[src/efgu_pkg.sv]
`timescale 1ns / 1ps
// ---------------------------------------------------------------------------
// efgu_pkg
// Shared types and codes of the event flag group unit.
// ---------------------------------------------------------------------------
package efgu_pkg;

    localparam int DEF_NUM_GROUPS  = 16;
    localparam int DEF_NUM_WAITERS = 16;
    localparam int DEF_FLAG_BITS   = 32;
    localparam int ARRIVAL_W       = 16;

    localparam logic [2:0] REQ_CREATE = 3'd0;
    localparam logic [2:0] REQ_SET    = 3'd1;
    localparam logic [2:0] REQ_CLEAR  = 3'd2;
    localparam logic [2:0] REQ_DELETE = 3'd3;
    localparam logic [2:0] REQ_WAIT   = 3'd4;
    localparam logic [2:0] REQ_CANCEL = 3'd5;

    localparam logic [2:0] ST_OK     = 3'd0;
    localparam logic [2:0] ST_INVAL  = 3'd1;
    localparam logic [2:0] ST_AGAIN  = 3'd2;
    localparam logic [2:0] ST_PEND   = 3'd3;
    localparam logic [2:0] ST_BUSY   = 3'd4;
    localparam logic [2:0] ST_NOSLOT = 3'd5;
    localparam logic [2:0] ST_CTX    = 3'd6;
    localparam logic [2:0] ST_FULL   = 3'd7;

    typedef struct packed {
        logic [2:0]  req_type;
        logic        from_isr;
        logic [3:0]  group_index;
        logic [31:0] bits;
        logic [2:0]  wait_mode;
        logic        may_block;
        logic [7:0]  task_id;
    } in_item_t;

    typedef struct packed {
        logic [2:0]  status;
        logic [3:0]  result_group;
        logic [31:0] matched_bits;
        logic [7:0]  woken_task;
        logic        is_wake;
        logic        last;
    } out_item_t;

endpackage

[src/event_flag_group_unit_top.sv]
`timescale 1ns / 1ps
// ---------------------------------------------------------------------------
// event_flag_group_unit_top
// Event flag groups with a shared table of blocked waiters.
// ---------------------------------------------------------------------------
// Sequencing: create, clear, wait and refused requests give their result without
//   a scan; delete and cancel scan the waiter memory once. A set makes one scan
//   pass per waiter of its group plus one.
// Throughput: one request at a time; the waiter memory read port sets the scan.
// Reset: synchronous on aresetn low; clears group and waiter valid bits, the
//   arrival counter and the output valid flag. Memories hold no reset value.
module event_flag_group_unit_top #(
    parameter int NUM_GROUPS  = efgu_pkg::DEF_NUM_GROUPS,
    parameter int NUM_WAITERS = efgu_pkg::DEF_NUM_WAITERS,
    parameter int FLAG_BITS   = efgu_pkg::DEF_FLAG_BITS
) (
    input  logic                aclk,
    input  logic                aresetn,
    input  logic                s_valid,
    output logic                s_ready,
    input  efgu_pkg::in_item_t  s_data,
    output logic                m_valid,
    input  logic                m_ready,
    output efgu_pkg::out_item_t m_data
);
    import efgu_pkg::*;

    localparam int GW = (NUM_GROUPS > 1) ? $clog2(NUM_GROUPS) : 1;
    localparam int IW = (NUM_WAITERS > 1) ? $clog2(NUM_WAITERS) : 1;
    localparam int CW = $clog2(NUM_WAITERS + 1);
    localparam int FW = FLAG_BITS;
    // waiter entry: task, group, mode, arrival, mask
    localparam int EW = 8 + 4 + 3 + ARRIVAL_W + FW;

    typedef enum logic [2:0] {
        S_IDLE, S_GRD, S_SCAN, S_WAKE, S_RESP
    } state_t;

    function automatic logic [FW-1:0] flag_match(input logic [FW-1:0] f,
                                                  input logic [FW-1:0] mk,
                                                  input logic          all);
        logic [FW-1:0] m;
        m = f & mk;
        if (all && (m != mk)) begin
            m = '0;
        end
        return m;
    endfunction

    state_t                  state_reg, state_next;
    in_item_t                req_reg, req_next;
    logic [GW-1:0]           gsel_reg, gsel_next;
    logic [FW-1:0]           bits_reg, bits_next;
    logic [FW-1:0]           flags_reg, flags_next;
    logic [NUM_GROUPS-1:0]   in_use_reg, in_use_next;
    logic [NUM_WAITERS-1:0]  wvalid_reg, wvalid_next;
    logic [NUM_WAITERS-1:0]  seen_reg, seen_next;
    logic [ARRIVAL_W-1:0]    arrival_reg, arrival_next;
    logic [CW-1:0]           scan_idx_reg, scan_idx_next;
    logic                    rd_vld_reg, rd_vld_next;
    logic [IW-1:0]           rd_idx_reg, rd_idx_next;
    logic                    best_vld_reg, best_vld_next;
    logic [IW-1:0]           best_idx_reg, best_idx_next;
    logic [ARRIVAL_W-1:0]    best_age_reg, best_age_next;
    logic [7:0]              best_task_reg, best_task_next;
    logic [FW-1:0]           best_mask_reg, best_mask_next;
    logic [2:0]              best_mode_reg, best_mode_next;
    logic                    hit_reg, hit_next;
    logic [3:0]              hit_grp_reg, hit_grp_next;
    out_item_t               res_reg, res_next;
    logic                    m_valid_reg;
    out_item_t               m_data_reg;

    logic                    out_load, out_free;
    out_item_t               out_data;

    // memory ports
    logic                    gram_we;
    logic [GW-1:0]           gram_waddr, gram_raddr;
    logic [FW-1:0]           gram_wdata, gram_rdata;
    logic                    wram_we;
    logic [IW-1:0]           wram_waddr;
    logic [EW-1:0]           wram_wdata, wram_rdata;

    // lookups
    logic [GW-1:0]           in_gsel;
    logic                    in_g_ok;
    logic [FW-1:0]           in_bits;
    logic                    in_mode_ok;
    logic                    free_g_found;
    logic [GW-1:0]           free_g_idx;
    logic                    free_w_found;
    logic [IW-1:0]           free_w_idx;
    logic [FW-1:0]           wait_m, wake_m;

    // fields of the waiter entry coming back from memory
    logic [FW-1:0]           e_mask;
    logic [ARRIVAL_W-1:0]    e_arr, e_age;
    logic [2:0]              e_mode;
    logic [3:0]              e_grp;
    logic [7:0]              e_task;

    assign s_ready  = (state_reg == S_IDLE);
    assign m_valid  = m_valid_reg;
    assign m_data   = m_data_reg;
    assign out_free = !m_valid_reg || m_ready;

    assign in_gsel    = GW'(s_data.group_index);
    assign in_g_ok    = (32'(s_data.group_index) < NUM_GROUPS) && in_use_reg[in_gsel];
    assign in_bits    = FW'(s_data.bits);
    assign in_mode_ok = (s_data.wait_mode[1:0] == 2'b01) || (s_data.wait_mode[1:0] == 2'b10);

    assign e_mask = wram_rdata[FW-1:0];
    assign e_arr  = wram_rdata[FW +: ARRIVAL_W];
    assign e_mode = wram_rdata[FW + ARRIVAL_W +: 3];
    assign e_grp  = wram_rdata[FW + ARRIVAL_W + 3 +: 4];
    assign e_task = wram_rdata[FW + ARRIVAL_W + 7 +: 8];
    assign e_age  = arrival_reg - e_arr;

    assign wait_m = flag_match(gram_rdata, bits_reg, req_reg.wait_mode[0]);
    assign wake_m = flag_match(flags_reg, best_mask_reg, best_mode_reg[0]);

    // lowest free group and lowest free waiter slot
    always_comb begin
        free_g_found = 1'b0;
        free_g_idx   = '0;
        for (int i = NUM_GROUPS - 1; i >= 0; i--) begin
            if (!in_use_reg[i]) begin
                free_g_found = 1'b1;
                free_g_idx   = GW'(i);
            end
        end
    end

    always_comb begin
        free_w_found = 1'b0;
        free_w_idx   = '0;
        for (int i = NUM_WAITERS - 1; i >= 0; i--) begin
            if (!wvalid_reg[i]) begin
                free_w_found = 1'b1;
                free_w_idx   = IW'(i);
            end
        end
    end

    // Read the group flags at the incoming index while idle, else at the held
    // index. Each request runs alone, so a write always lands before the next
    // read of the same entry.
    assign gram_raddr = (state_reg == S_IDLE) ? in_gsel : gsel_reg;

    assign wram_waddr = free_w_idx;
    assign wram_wdata = {req_reg.task_id, req_reg.group_index, req_reg.wait_mode,
                         arrival_reg, bits_reg};

    always_comb begin
        state_next     = state_reg;
        req_next       = req_reg;
        gsel_next      = gsel_reg;
        bits_next      = bits_reg;
        flags_next     = flags_reg;
        in_use_next    = in_use_reg;
        wvalid_next    = wvalid_reg;
        seen_next      = seen_reg;
        arrival_next   = arrival_reg;
        scan_idx_next  = scan_idx_reg;
        rd_vld_next    = 1'b0;
        rd_idx_next    = rd_idx_reg;
        best_vld_next  = best_vld_reg;
        best_idx_next  = best_idx_reg;
        best_age_next  = best_age_reg;
        best_task_next = best_task_reg;
        best_mask_next = best_mask_reg;
        best_mode_next = best_mode_reg;
        hit_next       = hit_reg;
        hit_grp_next   = hit_grp_reg;
        res_next       = res_reg;
        out_load       = 1'b0;
        out_data       = res_reg;
        gram_we        = 1'b0;
        gram_waddr     = gsel_reg;
        gram_wdata     = '0;
        wram_we        = 1'b0;

        case (state_reg)
            S_IDLE: begin
                if (s_valid) begin
                    req_next              = s_data;
                    gsel_next             = in_gsel;
                    bits_next             = in_bits;
                    hit_next              = 1'b0;
                    hit_grp_next          = '0;
                    res_next.status       = ST_OK;
                    res_next.result_group = s_data.group_index;
                    res_next.matched_bits = '0;
                    res_next.woken_task   = '0;
                    res_next.is_wake      = 1'b0;
                    res_next.last         = 1'b1;
                    state_next            = S_RESP;
                    if (s_data.from_isr) begin
                        res_next.status       = ST_CTX;
                        res_next.result_group = '0;
                    end else begin
                        case (s_data.req_type)
                            REQ_CREATE: begin
                                if (free_g_found) begin
                                    in_use_next[free_g_idx] = 1'b1;
                                    gram_we                 = 1'b1;
                                    gram_waddr              = free_g_idx;
                                    res_next.result_group   = 4'(free_g_idx);
                                end else begin
                                    res_next.status       = ST_NOSLOT;
                                    res_next.result_group = '0;
                                end
                            end
                            REQ_SET, REQ_CLEAR: begin
                                if (in_g_ok) state_next = S_GRD;
                                else res_next.status = ST_INVAL;
                            end
                            REQ_WAIT: begin
                                if (in_bits != '0 && in_mode_ok && in_g_ok) begin
                                    state_next = S_GRD;
                                end else begin
                                    res_next.status = ST_INVAL;
                                end
                            end
                            REQ_DELETE, REQ_CANCEL: begin
                                if (s_data.req_type == REQ_CANCEL || in_g_ok) begin
                                    scan_idx_next = '0;
                                    best_vld_next = 1'b0;
                                    seen_next     = '0;
                                    state_next    = S_SCAN;
                                end else begin
                                    res_next.status = ST_INVAL;
                                end
                            end
                            default: res_next.status = ST_INVAL;
                        endcase
                    end
                end
            end

            S_GRD: begin
                state_next = S_RESP;
                case (req_reg.req_type)
                    REQ_CLEAR: begin
                        gram_we    = 1'b1;
                        gram_wdata = gram_rdata & ~bits_reg;
                    end
                    REQ_WAIT: begin
                        if (wait_m != '0) begin
                            if (req_reg.wait_mode[2]) begin
                                gram_we    = 1'b1;
                                gram_wdata = gram_rdata & ~wait_m;
                            end
                            res_next.matched_bits = 32'(wait_m);
                        end else if (!req_reg.may_block) begin
                            res_next.status = ST_AGAIN;
                        end else if (free_w_found) begin
                            wram_we                 = 1'b1;
                            wvalid_next[free_w_idx] = 1'b1;
                            arrival_next            = arrival_reg + 1'b1;
                            res_next.status         = ST_PEND;
                        end else begin
                            res_next.status = ST_FULL;
                        end
                    end
                    default: begin
                        // set: merge new flags, then walk the waiters
                        flags_next    = gram_rdata | bits_reg;
                        scan_idx_next = '0;
                        best_vld_next = 1'b0;
                        seen_next     = '0;
                        state_next    = S_SCAN;
                    end
                endcase
            end

            S_SCAN: begin
                if (scan_idx_reg < CW'(NUM_WAITERS)) begin
                    rd_vld_next   = 1'b1;
                    rd_idx_next   = scan_idx_reg[IW-1:0];
                    scan_idx_next = scan_idx_reg + 1'b1;
                end
                if (rd_vld_reg && wvalid_reg[rd_idx_reg]) begin
                    case (req_reg.req_type)
                        REQ_DELETE: begin
                            if (e_grp == req_reg.group_index) hit_next = 1'b1;
                        end
                        REQ_CANCEL: begin
                            if (e_task == req_reg.task_id) begin
                                wvalid_next[rd_idx_reg] = 1'b0;
                                if (!hit_reg) begin
                                    hit_next     = 1'b1;
                                    hit_grp_next = e_grp;
                                end
                            end
                        end
                        default: begin
                            // keep the oldest unseen waiter; ties go to the lower slot
                            if (!seen_reg[rd_idx_reg] && e_grp == req_reg.group_index &&
                                (!best_vld_reg || e_age > best_age_reg)) begin
                                best_vld_next  = 1'b1;
                                best_idx_next  = rd_idx_reg;
                                best_age_next  = e_age;
                                best_task_next = e_task;
                                best_mask_next = e_mask;
                                best_mode_next = e_mode;
                            end
                        end
                    endcase
                end
                if (scan_idx_reg == CW'(NUM_WAITERS) && !rd_vld_reg) begin
                    state_next = S_RESP;
                    case (req_reg.req_type)
                        REQ_DELETE: begin
                            if (hit_reg) res_next.status = ST_BUSY;
                            else in_use_next[gsel_reg] = 1'b0;
                        end
                        REQ_CANCEL: begin
                            res_next.result_group = hit_reg ? hit_grp_reg : 4'd0;
                            res_next.status       = hit_reg ? ST_OK : ST_INVAL;
                        end
                        default: begin
                            if (best_vld_reg) begin
                                state_next = S_WAKE;
                            end else begin
                                gram_we    = 1'b1;
                                gram_wdata = flags_reg;
                            end
                        end
                    endcase
                end
            end

            S_WAKE: begin
                if (wake_m == '0 || out_free) begin
                    seen_next[best_idx_reg] = 1'b1;
                    scan_idx_next           = '0;
                    best_vld_next           = 1'b0;
                    state_next              = S_SCAN;
                end
                if (wake_m != '0 && out_free) begin
                    out_load              = 1'b1;
                    out_data.status       = ST_OK;
                    out_data.result_group = req_reg.group_index;
                    out_data.matched_bits = 32'(wake_m);
                    out_data.woken_task   = best_task_reg;
                    out_data.is_wake      = 1'b1;
                    out_data.last         = 1'b0;
                    wvalid_next[best_idx_reg] = 1'b0;
                    if (best_mode_reg[2]) flags_next = flags_reg & ~wake_m;
                end
            end

            S_RESP: begin
                if (out_free) begin
                    out_load   = 1'b1;
                    state_next = S_IDLE;
                end
            end

            default: state_next = S_IDLE;
        endcase
    end

    always_ff @(posedge aclk) begin
        if (!aresetn) begin
            state_reg    <= S_IDLE;
            in_use_reg   <= '0;
            wvalid_reg   <= '0;
            seen_reg     <= '0;
            arrival_reg  <= '0;
            scan_idx_reg <= '0;
            rd_vld_reg   <= 1'b0;
            best_vld_reg <= 1'b0;
            hit_reg      <= 1'b0;
            m_valid_reg  <= 1'b0;
        end else begin
            state_reg    <= state_next;
            in_use_reg   <= in_use_next;
            wvalid_reg   <= wvalid_next;
            seen_reg     <= seen_next;
            arrival_reg  <= arrival_next;
            scan_idx_reg <= scan_idx_next;
            rd_vld_reg   <= rd_vld_next;
            best_vld_reg <= best_vld_next;
            hit_reg      <= hit_next;
            // hold the result until the transfer, then drop valid
            if (out_load) m_valid_reg <= 1'b1;
            else if (m_ready) m_valid_reg <= 1'b0;
        end
    end

    always_ff @(posedge aclk) begin
        req_reg        <= req_next;
        gsel_reg       <= gsel_next;
        bits_reg       <= bits_next;
        flags_reg      <= flags_next;
        rd_idx_reg     <= rd_idx_next;
        best_idx_reg   <= best_idx_next;
        best_age_reg   <= best_age_next;
        best_task_reg  <= best_task_next;
        best_mask_reg  <= best_mask_next;
        best_mode_reg  <= best_mode_next;
        hit_grp_reg    <= hit_grp_next;
        res_reg        <= res_next;
        if (out_load) m_data_reg <= out_data;
    end

    // group flags, one entry per group
    efgu_ram #(.WIDTH(FW), .DEPTH(NUM_GROUPS)) u_group_ram (
        .aclk  (aclk),
        .we    (gram_we),
        .waddr (gram_waddr),
        .wdata (gram_wdata),
        .raddr (gram_raddr),
        .rdata (gram_rdata)
    );

    // waiter table; slot valid bits live in flops beside it
    efgu_ram #(.WIDTH(EW), .DEPTH(NUM_WAITERS)) u_waiter_ram (
        .aclk  (aclk),
        .we    (wram_we),
        .waddr (wram_waddr),
        .wdata (wram_wdata),
        .raddr (scan_idx_reg[IW-1:0]),
        .rdata (wram_rdata)
    );

endmodule

[src/efgu_ram.sv]
`timescale 1ns / 1ps
// ---------------------------------------------------------------------------
// efgu_ram
// Simple dual-port memory, one write and one registered read per cycle.
// ---------------------------------------------------------------------------
module efgu_ram #(
    parameter int WIDTH = 32,
    parameter int DEPTH = 16
) (
    input  logic                                  aclk,
    input  logic                                  we,
    input  logic [(DEPTH > 1 ? $clog2(DEPTH) : 1)-1:0] waddr,
    input  logic [WIDTH-1:0]                      wdata,
    input  logic [(DEPTH > 1 ? $clog2(DEPTH) : 1)-1:0] raddr,
    output logic [WIDTH-1:0]                      rdata
);
    logic [WIDTH-1:0] mem [DEPTH];

    always_ff @(posedge aclk) begin
        if (we) begin
            mem[waddr] <= wdata;
        end
        rdata <= mem[raddr];
    end
endmodule

[config.mk]
export PLATFORM = sky130hd
export DESIGN_NAME = event_flag_group_unit_top
export DESIGN_NICKNAME = d
export VERILOG_FILES = /design/src/efgu_pkg.sv /design/src/event_flag_group_unit_top.sv /design/src/efgu_ram.sv
export SDC_FILE = /design/constraint.sdc
export NUM_CORES = 2
export LEC_CHECK = 0
export BUFFER_PORTS_ARGS = -buffer_cell sky130_fd_sc_hd__buf_2
export CAP_MARGIN = 5
export CORE_MARGIN = 10
export CORE_UTILIZATION = 50
export DETAILED_ROUTE_END_ITERATION = 6
export GPL_TIMING_DRIVEN = 0
export PLACE_DENSITY = 0.68
export RECOVER_POWER = 100
export SLEW_MARGIN = 25
export SYNTH_ARGS = -nofsm -noshare
export SYNTH_HDL_FRONTEND = slang
export SYNTH_SLANG_ARGS = --single-unit
[constraint.sdc]
create_clock -name aclk -period 6.55 [get_ports aclk]
set_input_delay 0.655 -clock aclk [delete_from_list [all_inputs] [get_ports aclk]]
set_output_delay 0.655 -clock aclk [all_outputs]
set_load 0.02 [all_outputs]
Word-level counts from Yosys, hierarchy flattened
Memories as Yosys holds them, arrays and structs flattened. A register that Yosys moved wholly into a read port is not among the register bits.
Cells that the tools add are included.
{"block": "op_classes", "n_eq_ne": 49, "order_cmp": 13, "n_addsub": 3, "mux": 218, "bitwise": 20, "n_reduce_logical": 59}
{"op": "32-bit two-way mux", "n": 12}
{"op": "16-bit two-way mux", "n": 21}
{"op": "32-bit case mux with 2 select lines", "n": 4}
{"op": "4-bit two-way mux", "n": 47}
{"op": "32-bit AND", "n": 5}
{"op": "49-bit two-way mux", "n": 3}
{"op": "32-bit inverter", "n": 3}
{"op": "16-bit case mux with 3 select lines", "n": 2}
{"op": "32-bit nonzero test", "n": 3}
{"op": "1-bit two-way mux", "n": 80}
{"op": "32-bit != test", "n": 2}
{"op": "3-bit two-way mux", "n": 17}
{"op": "16-bit AND", "n": 3}
{"op": "16-bit inverter", "n": 3}
{"op": "16-bit OR", "n": 3}
{"op": "2-bit != test, second input constant", "n": 18}
{"op": "5-bit two-way mux", "n": 7}
{"op": "32-bit zero test", "n": 1}
{"op": "32-bit OR", "n": 1}
{"op": "16-bit case mux with 2 select lines", "n": 1}
{"op": "4-bit by 5-bit less-than comparator with 1-bit output, second input constant", "n": 6}
{"op": "1-bit demux with 4-bit select", "n": 5}
{"op": "4-bit by 1-bit greater-or-equal comparator with 1-bit output, second input constant", "n": 5}
{"op": "5-bit case mux with 4 select lines", "n": 1}
{"op": "other kinds (43)", "n": 109}
{"block": "totals", "elab_cells": 397, "regBits": 318, "mem_count": 2, "mem_bits_rw": 1520, "out_inout_bits": 51}
{"memory": "u_waiter_ram.mem", "words": 16, "width": 63, "rd": 1, "rd_ports_with_merged_regs": 1, "write_ports": 1, "line_no": "efgu_ram.sv:17", "text": "logic [WIDTH-1:0] mem [DEPTH];"}
{"memory": "u_group_ram.mem", "words": 16, "width": 32, "rd": 1, "rd_ports_with_merged_regs": 1, "write_ports": 1, "line_no": "efgu_ram.sv:17"}

Longest topological paths before layout
{"block": "logic_depth", "word_depth": 26, "depth_mapped": 21, "depth_no_buf": 21}

Cells and area by module
Synthesis repeated with hierarchy kept, for this count alone.
{"block": "unflattened", "hier_cells": 4050, "hier_area_um2": 75097.0}
{"module": "efgu_ram (u_waiter_ram)", "seq_area_each_um2": 31530.2, "area_per_inst_um2": 38989.9, "cells_each": 1622, "n_inst": 1}
{"module": "efgu_ram (u_group_ram)", "seq_area_each_um2": 16015.4, "area_per_inst_um2": 19835.3, "cells_each": 838, "n_inst": 1}
{"module": "event_flag_group_unit_top", "seq_area_each_um2": 8758.4, "area_per_inst_um2": 16271.9, "cells_each": 1590, "n_inst": 1}

Worst setup path before layout
Ideal clock, no wire load.
{"block": "synth_path", "path_kind": "register -> register", "from": "register arrival_reg[1]", "to": "register best_age_reg[0], enable pin", "slack_ns": -0.293, "period_less_slack_ns": 6.843, "n_path_buf": 0, "stages_incl_launch_ff": 17, "t_required_ns": 6.060, "t_arrival_ns": 6.353, "cell_sequence": "dfxtp_1 > ha_1 > nor2b_1 > o31a_1 > o41ai_1 > o211a_1 > nor3_1 > or3_1 > a21oi_1 > xnor2_1 > ha_1 > nand4_1 > nor2_1 > nand3_1 > nor4_1 > o311a_1 > nor2b_1"}
{"block": "synth_via", "elab_chain_len": 5}
{"item": "start: declaration", "line_no": "event_flag_group_unit_top.sv:58", "text": "logic [ARRIVAL_W-1:0] arrival_reg, arrival_next;"}
{"item": "start signal: assignment", "line_no": "event_flag_group_unit_top.sv:383", "text": "arrival_reg <= arrival_next;"}
{"item": "16-bit subtractor", "line_no": "event_flag_group_unit_top.sv:118", "text": "assign e_age = arrival_reg - e_arr;"}
{"item": "named net e_age[15]", "line_no": "event_flag_group_unit_top.sv:98", "text": "logic [ARRIVAL_W-1:0] e_arr, e_age;"}
{"item": "16-bit > comparator", "line_no": "event_flag_group_unit_top.sv:301", "text": "(!best_vld_reg || e_age > best_age_reg)) begin"}
{"item": "1-bit logical OR", "line_no": "event_flag_group_unit_top.sv:301"}
{"item": "1-bit logical AND", "line_no": "event_flag_group_unit_top.sv:300", "text": "if (!seen_reg[rd_idx_reg] && e_grp == req_reg.group_index &&"}
{"item": "4-bit AND reduction (no source line)"}
{"item": "end signal: assignment", "line_no": "event_flag_group_unit_top.sv:401", "text": "best_age_reg <= best_age_next;"}
{"item": "end: declaration", "line_no": "event_flag_group_unit_top.sv:64", "text": "logic [ARRIVAL_W-1:0] best_age_reg, best_age_next;"}
The timed path passes the listed nets, and every way through them passes these cells.
A chain may end at the register's enable or synchronous reset.

Worst setup path in the final report
{"block": "layout_path", "from": "register bits_reg[29]", "to": "memory u_waiter_ram.mem[8][12] (netlist bit), enable pin"}
{"block": "layout_via", "elab_chain_len": 10}
{"item": "start: declaration", "line_no": "event_flag_group_unit_top.sv:53", "text": "logic [FW-1:0] bits_reg, bits_next;"}
{"item": "start signal: assignment", "line_no": "event_flag_group_unit_top.sv:397", "text": "bits_reg <= bits_next;"}
{"item": "32-bit AND", "line_no": "event_flag_group_unit_top.sv:43", "text": "m = f & mk;"}
{"item": "32-bit != test", "line_no": "event_flag_group_unit_top.sv:44", "text": "if (all && (m != mk)) begin"}
{"item": "1-bit logical AND", "line_no": "event_flag_group_unit_top.sv:44"}
{"item": "32-bit two-way mux (*)", "line_no": "event_flag_group_unit_top.sv:44"}
{"item": "32-bit nonzero test (*)", "line_no": "event_flag_group_unit_top.sv:250", "text": "if (wait_m != '0) begin"}
{"item": "1-bit two-way mux (*)", "line_no": "event_flag_group_unit_top.sv:250"}
{"item": "1-bit two-way mux (*)", "line_no": "event_flag_group_unit_top.sv:244", "text": "case (req_reg.req_type)"}
{"item": "1-bit two-way mux (*)", "line_no": "event_flag_group_unit_top.sv:184", "text": "case (state_reg)"}
{"item": "1-bit two-way mux (*)", "line_no": "efgu_ram.sv:20", "text": "if (we) begin"}
{"item": "1-bit two-way mux (not written as such) (*)", "line_no": "efgu_ram.sv:21", "text": "mem[waddr] <= wdata;"}
{"item": "end: declaration", "line_no": "efgu_ram.sv:17"}
Every way passes the cells marked *; elsewhere a longest branch is shown, timed or not.

==> summary.md <==
| Metric | Value |
|---|---|
| Vias/cell | `6.29` |
| Commonest non-fill, non-tap cells in the layout | `1744 x edfxtp_1, 453 x mux4_2, 315 x clkbuf_1, 235 x nand2_1, 189 x clkbuf_16` |
| Largest registers | `u_waiter_ram.mem (992), u_group_ram.mem (512), u_waiter_ram.rdata (62)` |
| DP HPWL | `134000 um` |
| Worst-Skew Late Latency | `0.85 ns` |
| CTS buffer count | `187` |
| Status | `complete, but fails checks` |
| Routed WL | `197000 um` |
| Commonest non-fill, non-tap cell in the layout | `edfxtp_1` |
| VDD IR max | `about 270 uV` |
| Sequential share of the synthesized area | `74.7%` |
| Fin nets | `4473` |
| Fin crit share | `97.0%` |
| Pin count of the biggest net entering global routing | `28` |
| CP Cell Sequence | `inv_1 -> o22ai_1 -> or4_1 -> o41ai_1 -> a21oi_1 -> nor2b_1 -> o2111ai_1 -> nor2_1 -> clkbuf_1 -> buf_2` |
| Mapped Cells | `3958` |
| Critical path's top delay family | `compound AO/OA/AOI/OAI gates` |
| CTS tree | `built` |
| Layout overhead on the synthesized area | `14.1%` |
| Max-slew violation count | `217` |
| Crit Path Max Fanout | `19` |
| Htree depth | `4` |
| PwrDens | `317 mW/mm^2` |
| Final min period | `6.35 ns` |
| Top FF cell, synth | `edfxtp_1` |
| GRT overflow | `0` |
| Gpl congestion | `between 0.9 and 1` |
| Reg with most FFs | `u_waiter_ram.mem` |
| DR pass1 iterations | `6` |
| #FFs+latches synth | `approximately 1900` |
| Post-CTS Setup Bufs | `0` |
| Worst setup SP type | `flip-flop` |
| Ys Warns | `0` |
| R2R setup slack | `approximately 0.2 ns` |
| Avg WL per Cell | `30.4 um` |
| Relative slew slack | `-53.6%` |
| WHS | `0.0956 ns` |
| CTS Root Cell | `clkbuf_16` |
| Antenna viol nets, final | `0` |
| Worst path buffer plus inverter count | `3` |
| Hold Path Class | `in2reg` |
| DRC | `0` |
| Die area | `0.165 sq mm` |
| CP endpoint kind | `flip-flop` |
| Vias in the first global route | `40400` |
| Initial core utilization | `50.5%` |
| Area of the multi-input gates | `0.0177 sq mm` |
| Via count | `approximately 41000` |
| First-pass GRT wire length | `285000 um` |
| Core ar. | `0.148 sq mm` |
| MaxCap Viol Count | `19` |
| Total Neg Setup Slack | `0 ns` |
| Clk sinks | `1914` |
| WS Path Type | `reg2reg` |
| Max incr delay on CP | `1.50 ns` |
| Unrepaired setup endpoints after global routing | `no` |
| WP data required | `a little over 7 ns` |
| Post-synthesis cell type count | `74` |
| Final setup viols | `0` |
| Max FFs per register | `992` |
| Final Hold Fails | `0` |
| Initial drt markers | `5433` |
| Initial antenna violation count | `7` |
| Post-synth ARST share | `0%` |
| CP max-delay cell | `o41ai_1` |
| Share of cells above drive strength 1 | `19.5%` |
| Die width | `406 um` |
| Pleak | `about 28 nW` |
| Reg area | `roughly 0.056 sq mm` |
| Synthesized area | `0.0747 sq mm` |
| Worst Tran Pin Value | `2.27 ns` |
| Port Buf Inserts | `about 110` |
| Clk pin slew, worst setup/hold paths | `0.06 ns` |
| Fillers | `10900` |
| Final Skew | `0.0548 ns` |
| Avg Inst Size Synth | `~19 sq um` |
| Die span in y | `406 um` |
| I/O Pins | `107` |
| Failing checks | `max-capacitance violations, max-slew violations` |
| Post-synth EDFFs | `1744` |
| Syn Nets | `4049` |
| Longest Clk Path Bufs | `3` |
| Worst Path Arrival | `6.85 ns` |
| Total track usage | `23.9%` |
| Achievable clock frequency | `157 MHz` |
| Std-Cell Rows | `141` |
[cells in the mapped netlist, types with 16 or more instances]
library cell	n	area share [%]
a31oi_1	56	0.47
ha_1	34	0.57
o22ai_1	33	0.28
buf_2	18	0.12
o211ai_1	17	0.17
a211oi_1	35	0.35
nand4_1	40	0.34
mux4_2	453	14
o21ai_0	77	0.52
inv_1	116	0.58
xnor2_1	16	0.19
nand2_1	235	1.2
a22oi_1	20	0.20
buf_1	40	0.20
nand2b_1	18	0.15
xor2_1	19	0.22
nor2_1	180	0.90
o31ai_1	20	0.20
nor2b_1	19	0.16
a32o_1	33	0.44
and2_1	53	0.44
nor3_1	67	0.45
a21oi_1	88	0.59
nor4_1	20	0.17
clkbuf_1	127	0.64
edfxtp_1	1744	70
nand3_1	62	0.42
dfxtp_1	170	4.6
[through the flow]
stage / power, mW / setup slack [ns] / area [sq um] / instances / utilization [%]
finish: 27.0 / 0.196 / 85200 / 6481 / 57.6
global route: 27.8 / 0.0990 / 85200 / 6479 / 57.6
CTS: 27.1 / 0.200 / 86600 / 6476 / 58.5
detailed placement: 16.5 / 0.231 / 80100 / 6088 / 54.1
global placement: 16.5 / -3.64 / 77600 / 5993 / 52.4
floorplan: 15.5 / 0.903 / 74700 / 3958 / -
[final timing paths]
kind	endpoint	start	cells after the start
setup reg to reg	u_waiter_ram.mem[8][12]$_DFFE_PP_	bits_reg[29]$_DFFE_PP_	10
setup / recovery	u_waiter_ram.mem[8][12]$_DFFE_PP_	bits_reg[29]$_DFFE_PP_	10
hold / removal	req_reg[8]$_DFFE_PP_	s_data[8]	1
hold reg to reg	best_mask_reg[19]$_DFFE_PP_	u_waiter_ram.rdata[19]$_DFF_P_	0
[repair_timing]
item / CTS / global route
endpoints found under the hold margin: 35 / 0
hold buffers: 35 / 0
resized for setup: 0 / 1
endpoints found under the setup margin: 0 / 49
[final cells by class]
cell class / instances / share of cell area, %
plain buffers: 195 / 0.959
repair buffers: 235 / 2.25
well taps: 1930 / 2.83
multi-input cells: 1731 / 20.8
clock inverters: 89 / 1.16
clock buffers: 264 / 6.03
diodes: 5 / 0.0147
inverters: 118 / 0.521
flip-flops and latches: 1914 / 65.5
[cell families (layout without fill, tap and decap cells)]
group / count (synthesis) / after routing / synth area share [%]
xor gates and xnor gates: 35 / 35 / 0.410
muxes: 468 / 468 / 13.9
adders and majority gates: 35 / 35 / 0.596
and+or+nand+nor: 752 / 752 / 4.82
DFF: 1914 / 1914 / 74.7
other: 0 / 5 / 0
buffers and inverters: 313 / 901 / 1.66
AOI/OAI and AO/OA: 441 / 441 / 3.96
[layer usage]
| layer | vias to the layer above | global-route usage, % | part of all wire, % |
|---|---|---|---|
| met4 | 0 | 8.35 | 3.4 |
| met1 | 21400 | 33.5 | 40 |
| met2 | 2101 | 37.6 | 48 |
| met5 | - | 0 | 0 |
| li1 | 17000 | - | - |
| met3 | 331 | 4.68 | 8.7 |
[power breakdown]
part	internal, mW	leakage [nW]	switching, mW
logic	0.834	6.71	1.36
clock network	6.03	2.98	4.67
registers	13.6	18.5	0.441
total	20.5	28.2	6.47
Note: power is estimated with default switching activity, not from simulation.
